[config.mk]
export PLATFORM = sky130hd
export DESIGN_NAME = aes_key_mem
export DESIGN_NICKNAME = d
export VERILOG_FILES = /design/src/hdl/aes_pkg.sv /design/src/hdl/aes_key_mem.sv
export SDC_FILE = /design/constraint.sdc
export NUM_CORES = 2
export LEC_CHECK = 0
export BUFFER_PORTS_ARGS = -buffer_cell sky130_fd_sc_hd__buf_4
export CORE_MARGIN = 10
export CORE_UTILIZATION = 35
export CTS_CLUSTER_SIZE = 40
export DETAILED_ROUTE_END_ITERATION = 10
export HOLD_SLACK_MARGIN = 0.05
export MAX_ROUTING_LAYER = met4
export PLACE_DENSITY = 0.6
export SLEW_MARGIN = 20
export SYNTH_ARGS = -nofsm -noshare
export SYNTH_HDL_FRONTEND = slang
export SYNTH_SLANG_ARGS = --single-unit
[constraint.sdc]
create_clock -name clk_i -period 2.6 [get_ports clk_i]
set_clock_uncertainty 0.15 [all_clocks]
set_input_delay 0 -clock clk_i [delete_from_list [all_inputs] [get_ports clk_i]]
set_output_delay 0 -clock clk_i [all_outputs]
set_load 0.02 [all_outputs]
[src/hdl/aes_pkg.sv]
// ----------------------------------------------------------------------------
// AES-256 CBC package
// Shared types, constants and byte-, word- and state-level functions of the AES-256 CBC engine.
// ----------------------------------------------------------------------------
package aes_pkg;

  localparam int unsigned RoundCount = 14;
  localparam int unsigned KeyWords   = 8;
  localparam int unsigned CfgIdxW    = 3;

  localparam logic [CfgIdxW-1:0] RegKey0  = 3'd0;
  localparam logic [CfgIdxW-1:0] RegKey1  = 3'd1;
  localparam logic [CfgIdxW-1:0] RegKey2  = 3'd2;
  localparam logic [CfgIdxW-1:0] RegKey3  = 3'd3;
  localparam logic [CfgIdxW-1:0] RegIvHi  = 3'd4;
  localparam logic [CfgIdxW-1:0] RegIvLo  = 3'd5;
  localparam logic [CfgIdxW-1:0] RegDir   = 3'd6;

  localparam logic [7:0] PolyLow = 8'h1b;
  localparam logic [7:0] PadFull = 8'h10;

  typedef enum logic [2:0] {
    ST_IDLE,
    ST_EXPAND,
    ST_INIT,
    ST_ROUND,
    ST_OUT
  } state_e;

  function automatic logic [7:0] sbox(input logic [7:0] x);
    logic [7:0] t [256];
    t = '{
8'h63,8'h7c,8'h77,8'h7b,8'hf2,8'h6b,8'h6f,8'hc5,8'h30,8'h01,8'h67,8'h2b,8'hfe,8'hd7,8'hab,8'h76,
8'hca,8'h82,8'hc9,8'h7d,8'hfa,8'h59,8'h47,8'hf0,8'had,8'hd4,8'ha2,8'haf,8'h9c,8'ha4,8'h72,8'hc0,
8'hb7,8'hfd,8'h93,8'h26,8'h36,8'h3f,8'hf7,8'hcc,8'h34,8'ha5,8'he5,8'hf1,8'h71,8'hd8,8'h31,8'h15,
8'h04,8'hc7,8'h23,8'hc3,8'h18,8'h96,8'h05,8'h9a,8'h07,8'h12,8'h80,8'he2,8'heb,8'h27,8'hb2,8'h75,
8'h09,8'h83,8'h2c,8'h1a,8'h1b,8'h6e,8'h5a,8'ha0,8'h52,8'h3b,8'hd6,8'hb3,8'h29,8'he3,8'h2f,8'h84,
8'h53,8'hd1,8'h00,8'hed,8'h20,8'hfc,8'hb1,8'h5b,8'h6a,8'hcb,8'hbe,8'h39,8'h4a,8'h4c,8'h58,8'hcf,
8'hd0,8'hef,8'haa,8'hfb,8'h43,8'h4d,8'h33,8'h85,8'h45,8'hf9,8'h02,8'h7f,8'h50,8'h3c,8'h9f,8'ha8,
8'h51,8'ha3,8'h40,8'h8f,8'h92,8'h9d,8'h38,8'hf5,8'hbc,8'hb6,8'hda,8'h21,8'h10,8'hff,8'hf3,8'hd2,
8'hcd,8'h0c,8'h13,8'hec,8'h5f,8'h97,8'h44,8'h17,8'hc4,8'ha7,8'h7e,8'h3d,8'h64,8'h5d,8'h19,8'h73,
8'h60,8'h81,8'h4f,8'hdc,8'h22,8'h2a,8'h90,8'h88,8'h46,8'hee,8'hb8,8'h14,8'hde,8'h5e,8'h0b,8'hdb,
8'he0,8'h32,8'h3a,8'h0a,8'h49,8'h06,8'h24,8'h5c,8'hc2,8'hd3,8'hac,8'h62,8'h91,8'h95,8'he4,8'h79,
8'he7,8'hc8,8'h37,8'h6d,8'h8d,8'hd5,8'h4e,8'ha9,8'h6c,8'h56,8'hf4,8'hea,8'h65,8'h7a,8'hae,8'h08,
8'hba,8'h78,8'h25,8'h2e,8'h1c,8'ha6,8'hb4,8'hc6,8'he8,8'hdd,8'h74,8'h1f,8'h4b,8'hbd,8'h8b,8'h8a,
8'h70,8'h3e,8'hb5,8'h66,8'h48,8'h03,8'hf6,8'h0e,8'h61,8'h35,8'h57,8'hb9,8'h86,8'hc1,8'h1d,8'h9e,
8'he1,8'hf8,8'h98,8'h11,8'h69,8'hd9,8'h8e,8'h94,8'h9b,8'h1e,8'h87,8'he9,8'hce,8'h55,8'h28,8'hdf,
8'h8c,8'ha1,8'h89,8'h0d,8'hbf,8'he6,8'h42,8'h68,8'h41,8'h99,8'h2d,8'h0f,8'hb0,8'h54,8'hbb,8'h16};
    return t[x];
  endfunction

  function automatic logic [7:0] sbox_rev(input logic [7:0] x);
    logic [7:0] t [256];
    t = '{
8'h52,8'h09,8'h6a,8'hd5,8'h30,8'h36,8'ha5,8'h38,8'hbf,8'h40,8'ha3,8'h9e,8'h81,8'hf3,8'hd7,8'hfb,
8'h7c,8'he3,8'h39,8'h82,8'h9b,8'h2f,8'hff,8'h87,8'h34,8'h8e,8'h43,8'h44,8'hc4,8'hde,8'he9,8'hcb,
8'h54,8'h7b,8'h94,8'h32,8'ha6,8'hc2,8'h23,8'h3d,8'hee,8'h4c,8'h95,8'h0b,8'h42,8'hfa,8'hc3,8'h4e,
8'h08,8'h2e,8'ha1,8'h66,8'h28,8'hd9,8'h24,8'hb2,8'h76,8'h5b,8'ha2,8'h49,8'h6d,8'h8b,8'hd1,8'h25,
8'h72,8'hf8,8'hf6,8'h64,8'h86,8'h68,8'h98,8'h16,8'hd4,8'ha4,8'h5c,8'hcc,8'h5d,8'h65,8'hb6,8'h92,
8'h6c,8'h70,8'h48,8'h50,8'hfd,8'hed,8'hb9,8'hda,8'h5e,8'h15,8'h46,8'h57,8'ha7,8'h8d,8'h9d,8'h84,
8'h90,8'hd8,8'hab,8'h00,8'h8c,8'hbc,8'hd3,8'h0a,8'hf7,8'he4,8'h58,8'h05,8'hb8,8'hb3,8'h45,8'h06,
8'hd0,8'h2c,8'h1e,8'h8f,8'hca,8'h3f,8'h0f,8'h02,8'hc1,8'haf,8'hbd,8'h03,8'h01,8'h13,8'h8a,8'h6b,
8'h3a,8'h91,8'h11,8'h41,8'h4f,8'h67,8'hdc,8'hea,8'h97,8'hf2,8'hcf,8'hce,8'hf0,8'hb4,8'he6,8'h73,
8'h96,8'hac,8'h74,8'h22,8'he7,8'had,8'h35,8'h85,8'he2,8'hf9,8'h37,8'he8,8'h1c,8'h75,8'hdf,8'h6e,
8'h47,8'hf1,8'h1a,8'h71,8'h1d,8'h29,8'hc5,8'h89,8'h6f,8'hb7,8'h62,8'h0e,8'haa,8'h18,8'hbe,8'h1b,
8'hfc,8'h56,8'h3e,8'h4b,8'hc6,8'hd2,8'h79,8'h20,8'h9a,8'hdb,8'hc0,8'hfe,8'h78,8'hcd,8'h5a,8'hf4,
8'h1f,8'hdd,8'ha8,8'h33,8'h88,8'h07,8'hc7,8'h31,8'hb1,8'h12,8'h10,8'h59,8'h27,8'h80,8'hec,8'h5f,
8'h60,8'h51,8'h7f,8'ha9,8'h19,8'hb5,8'h4a,8'h0d,8'h2d,8'he5,8'h7a,8'h9f,8'h93,8'hc9,8'h9c,8'hef,
8'ha0,8'he0,8'h3b,8'h4d,8'hae,8'h2a,8'hf5,8'hb0,8'hc8,8'heb,8'hbb,8'h3c,8'h83,8'h53,8'h99,8'h61,
8'h17,8'h2b,8'h04,8'h7e,8'hba,8'h77,8'hd6,8'h26,8'he1,8'h69,8'h14,8'h63,8'h55,8'h21,8'h0c,8'h7d};
    return t[x];
  endfunction

  function automatic logic [7:0] xt(input logic [7:0] x);
    return {x[6:0], 1'b0} ^ (x[7] ? PolyLow : 8'h00);
  endfunction

  function automatic logic [31:0] sub_word(input logic [31:0] w);
    return {sbox(w[31:24]), sbox(w[23:16]), sbox(w[15:8]), sbox(w[7:0])};
  endfunction

  // state byte i at bits [127-8i -: 8], column c = i/4, row r = i%4
  function automatic logic [127:0] enc_round(input logic [127:0] s, input logic last);
    logic [7:0] b [16];
    logic [7:0] t [16];
    logic [7:0] a0, a1, a2, a3;
    logic [127:0] o;
    for (int i = 0; i < 16; i++) b[i] = sbox(s[127-8*i -: 8]);
    for (int c = 0; c < 4; c++)
      for (int r = 0; r < 4; r++) t[c*4+r] = b[((c+r)%4)*4+r];
    for (int c = 0; c < 4; c++) begin
      a0 = t[c*4]; a1 = t[c*4+1]; a2 = t[c*4+2]; a3 = t[c*4+3];
      if (!last) begin
        t[c*4]   = xt(a0) ^ xt(a1) ^ a1 ^ a2 ^ a3;
        t[c*4+1] = a0 ^ xt(a1) ^ xt(a2) ^ a2 ^ a3;
        t[c*4+2] = a0 ^ a1 ^ xt(a2) ^ xt(a3) ^ a3;
        t[c*4+3] = xt(a0) ^ a0 ^ a1 ^ a2 ^ xt(a3);
      end
    end
    for (int i = 0; i < 16; i++) o[127-8*i -: 8] = t[i];
    return o;
  endfunction

  function automatic logic [127:0] inv_mix(input logic [127:0] s);
    logic [7:0] a [4];
    logic [7:0] x2 [4];
    logic [7:0] x4 [4];
    logic [7:0] x8 [4];
    logic [127:0] o;
    for (int c = 0; c < 4; c++) begin
      for (int r = 0; r < 4; r++) begin
        a[r]  = s[127-8*(c*4+r) -: 8];
        x2[r] = xt(a[r]);
        x4[r] = xt(x2[r]);
        x8[r] = xt(x4[r]);
      end
      for (int r = 0; r < 4; r++) begin
        o[127-8*(c*4+r) -: 8] =
          (x8[r] ^ x4[r] ^ x2[r]) ^
          (x8[(r+1)%4] ^ x2[(r+1)%4] ^ a[(r+1)%4]) ^
          (x8[(r+2)%4] ^ x4[(r+2)%4] ^ a[(r+2)%4]) ^
          (x8[(r+3)%4] ^ a[(r+3)%4]);
      end
    end
    return o;
  endfunction

  function automatic logic [127:0] inv_sub_shift(input logic [127:0] s);
    logic [7:0] b [16];
    logic [127:0] o;
    for (int i = 0; i < 16; i++) b[i] = s[127-8*i -: 8];
    for (int c = 0; c < 4; c++)
      for (int r = 0; r < 4; r++)
        o[127-8*(c*4+r) -: 8] = sbox_rev(b[((c+4-r)%4)*4+r]);
    return o;
  endfunction

endpackage

[src/hdl/aes_key_mem.sv]
// ----------------------------------------------------------------------------
// AES round key memory
// Round key schedule store: one 128-bit row per round key, written one 32-bit
// word at a time; one write and one registered 128-bit read per cycle.
// ----------------------------------------------------------------------------
module aes_key_mem #(
  parameter int unsigned ROUND_COUNT = aes_pkg::RoundCount
) (
  input  logic                                 clk_i,
  input  logic                                 we_i,
  input  logic [$clog2(4*(ROUND_COUNT+1))-1:0] waddr_i,
  input  logic [31:0]                          wdata_i,
  input  logic [$clog2(ROUND_COUNT+1)-1:0]     raddr_i,
  output logic [127:0]                         rdata_o
);
  localparam int unsigned Rows = ROUND_COUNT + 1;

  logic [127:0] mem [Rows];

  always_ff @(posedge clk_i) begin
    if (we_i) begin
      mem[waddr_i[$bits(waddr_i)-1:2]][127-32*waddr_i[1:0] -: 32] <= wdata_i;
    end
    rdata_o <= mem[raddr_i];
  end
endmodule

==> impl_results.md <==
- Setup CP Type: input port to flip-flop
- Post-synthesis cell type count: 27
- Combinational fraction of design power: 5.1%
- FF+latch area: 60,220 sq um
- Post-synthesis cell count: 3,715
- Die span in y: 486.5 um
- Post-DRT Antenna Nets: 0
- Net switching power: 0.01481 W
- Setup TNS: 0 ns
- Placer Congestion: approximately 0.76
- Crit-path max FO: 20
- DR top layer: met4
- Worst setup SP type: input port
- CTS Buf Count: between 200 and 250
- WL met3: 13,880 um
- Final period util: 86.93%
- Mapped Area: about 76,000 sq um
- Maximum root-to-sink buffer count: 3
- Post-synthesis xor/xnor area fraction: 0%
- Syn nets: 3,759
- Initial antenna violation count: 33
- Routed len/inst: 28.53 um
- Status: finished clean
- Clk_lat worst skew: 0.82 ns
- PortBufs: between 150 and 200
- Largest family of logic cells by synthesized area: multiplexers
- Compound-Gate Fraction of Synth Area: 3.614%
- Num ports: 172
- Cell row count: roughly 170
- Hold Buf Count CTS: 48
- CP cell instances: dlygate4sd3_1 > buf_4 > nor2b_1 > nand3_1 > dlygate4sd3_1 > nor2_4 > buf_4
- Max-cap violations: 0
- Clock network fraction of total power: roughly two fifths
- Clock sink count: between 2,000 and 2,500
- P&R area growth vs syn: 18.22%
- Sequential share of power: 53.2%
- Clk root buf: clkbuf_16
- Post_cts resized: 0
- Filler Cell Count: 18,780
- Worst EP arrival: 2.56 ns
- Fmax: 442.4 MHz
- Largest net degree at the start of global routing: 76
- Fin. Hold Viols: 0
- Fin crit period: roughly 2.3 ns
- Die W: between 400 and 500 um
- TritonCTS clock tree: yes
- Final Max Tran Viols: 0
- Adder-cell share of the synthesized area: 0%
- Drt first pass iters: 7
- Post-CTS Setup Bufs: 0
- YS warnings: 0
- Switching part of the total power: 21.53%
- Multiplexer share of the synthesized area: between 10% and 20%
- Tot GR Track Use: between 10% and 20%
- DPL Wire Length: 111,100 um
- Average size of a mapped cell: around 20 sq um
- Power Internal: 0.05396 W
- Seq/Total Area, Yosys: 79.05%
- DR vias: about 38,000
- Pwr Density: 763.6 nW/um^2
- Crit-path max cell delay: 0.74 ns
- WL final: 205,000 um
- DRC: 0
- Initial Util: between 30% and 40%
- Cell Count, Final, Fillers Out: 7,186
- Worst-path clk slew: 0.06 ns
- Yosys reg bits: between 2,000 and 2,500
- Peak supply drop: ~0.6 mV
- H-Tree Depth: 4
- Slew @ Worst Pin: between 0.8 and 0.9 ns
- Required @ worst endpoint: between 2 and 3 ns
- Layout cell share with drive strength beyond 1: approximately a quarter
- Setup crit end kind: flip-flop
- First-pass GRT wire length: about 290,000 um
- Lkg Pwr: 25.42 nW
- Worst Hold Class: input port to flip-flop
- Area share of and/or/nand/nor cells after synthesis: 2.983%
- WL met2: 102,000 um
- 1st-iter DRT viols: 3,806
- Core ar.: 216,700 sq um
- Via/cell ratio: about 5.3
- Max-slew headroom: 43.52%
- Nets: 4,149
- Vias in the first global route: around 40,000
- Unrepaired setup endpoints after global routing: no
- Setup-failing EPs final: 0
- GR Overflow Total: 0
- Post-Place Cells: 6,705
- Multi-input logic area: approximately 15,000 sq um
- Critical path's slowest cell: dlygate4sd3_1
- M1 WL: 84,160 um
- Die ar.: 236,700 sq um
[registers in the layout, indices dropped and copies added (netlist names)]
register  cells
rdata_o     128
mem        1920
[placed cells by master, fill, tap and decap left out, types with 2 or more instances in the layout]
| cell | count |
|---|---|
| clkbuf_8 | 25 |
| nor2b_1 | 4 |
| mux2i_1 | 204 |
| nor2b_2 | 2 |
| inv_2 | 2 |
| clkinvlp_4 | 5 |
| clkbuf_1 | 71 |
| dfxtp_1 | 128 |
| buf_4 | 251 |
| buf_8 | 2 |
| nand2b_1 | 39 |
| o211ai_1 | 90 |
| buf_12 | 91 |
| inv_16 | 4 |
| clkinv_2 | 31 |
| nand3_1 | 7 |
| and3_1 | 32 |
| nor2_2 | 3 |
| dlygate4sd3_1 | 48 |
| a31oi_1 | 44 |
| and2_1 | 96 |
| mux4_2 | 346 |
| clkinv_1 | 23 |
| bufinv_16 | 9 |
| o22ai_1 | 44 |
| o21ai_1 | 38 |
| edfxtp_1 | 1920 |
| nand2_1 | 146 |
| clkbuf_16 | 208 |
| nor2_1 | 86 |
| inv_6 | 6 |
| a22oi_1 | 122 |
| diode_2 | 48 |
| a21oi_1 | 84 |
| nor2_4 | 63 |
[worst max-delay path, delay by kind of cell]
kind,cells,cell delay (ns)
buffers and inverters,4,2.01
and+or+nand+nor,3,0.50
[logic make-up (layout without fill, tap and decap cells)]
| group | after synthesis | count (layout) |
|---|---|---|
| muxes | 550 | 550 |
| DFF | 2048 | 2048 |
| other | 0 | 48 |
| buffers and inverters | 211 | 780 |
| and+or+nand+nor | 484 | 484 |
| AOI/OAI and AO/OA | 422 | 422 |
[Yosys cell counts, drive strengths merged]
cell type	number	area [sq um]
edfxtp	1920	57660
mux4	346	7792
mux2i	204	2042
nor2	152	570.6
nand2	147	551.8
buf	132	800.8
dfxtp	128	2562
a22oi	122	915.9
and2	96	600.6
o211ai	90	675.7
a21oi	84	420.4
clkbuf	77	289.0
a31oi	44	275.3
o22ai	44	275.3
nand2b	40	250.2
o21ai	38	190.2
and3	32	200.2
nand3	7	35.03
nor2b	7	43.79
or2	2	12.52
and2b	1	7.510
clkinv	1	3.750
inv	1	3.750
[layout make-up]
class                           count  area share (%)
Sequential cell                  2048           66.87
Multi-Input combinational cell   1456           17.06
Clock buffer                      304           6.458
Timing Repair Buffer              393           4.695
Tap cell                         2854           3.965
Clock inverter                     81          0.8128
Antenna cell                       48          0.1334
Inverter                            2        0.008336
[stage by stage]
stage | hold WS [ns] | instance area (sq um) | power (W) | setup WS [ns] | util [%]
after floorplan | 0.1888 | 76170 | 0.03899 | 0.01598 | -
after global placement | 0.2761 | 82910 | 0.04076 | 0.4895 | 38.25
after detailed placement | 0.2737 | 82910 | 0.04080 | 0.4446 | 38.25
after CTS | 0.08425 | 89940 | 0.06932 | 0.4451 | 41.50
after global routing | 0.1101 | 89990 | 0.07090 | 0.3347 | 41.52
final | 0.1354 | 90060 | 0.06877 | 0.3398 | 41.55
[metal layers]
| layer | up-vias | global-route usage [%] |
|---|---|---|
| met2 | 1376 | 27.88 |
| met1 | 20750 | 22.78 |
| met5 | - | - |
| li1 | 16040 | - |
| met4 | 0 | 5.792 |
| met3 | 282 | 3.120 |
[power by group through the flow]
stage                     logic (W)  clock network, W  registers [W]
after global placement      0.00346                 0         0.0373
final                       0.00350            0.0287         0.0366
after floorplan             0.00165                 0         0.0373
after global routing        0.00373            0.0306         0.0366
after detailed placement    0.00349                 0         0.0373
after CTS                   0.00356            0.0291         0.0366
[path summary, 6_finish.rpt]
check	to	startpoint	cells past startpoint	slack, ns
max	mem[7][16]	waddr_i[4]	7	0.34
min	mem[0][67]	we_i	5	0.14
max reg2reg	rdata_o[29]	mem[11][29]	4	0.70
min reg2reg	rdata_o[31]	mem[14][31]	2	0.40
Power figures use the tool's default switching activity.
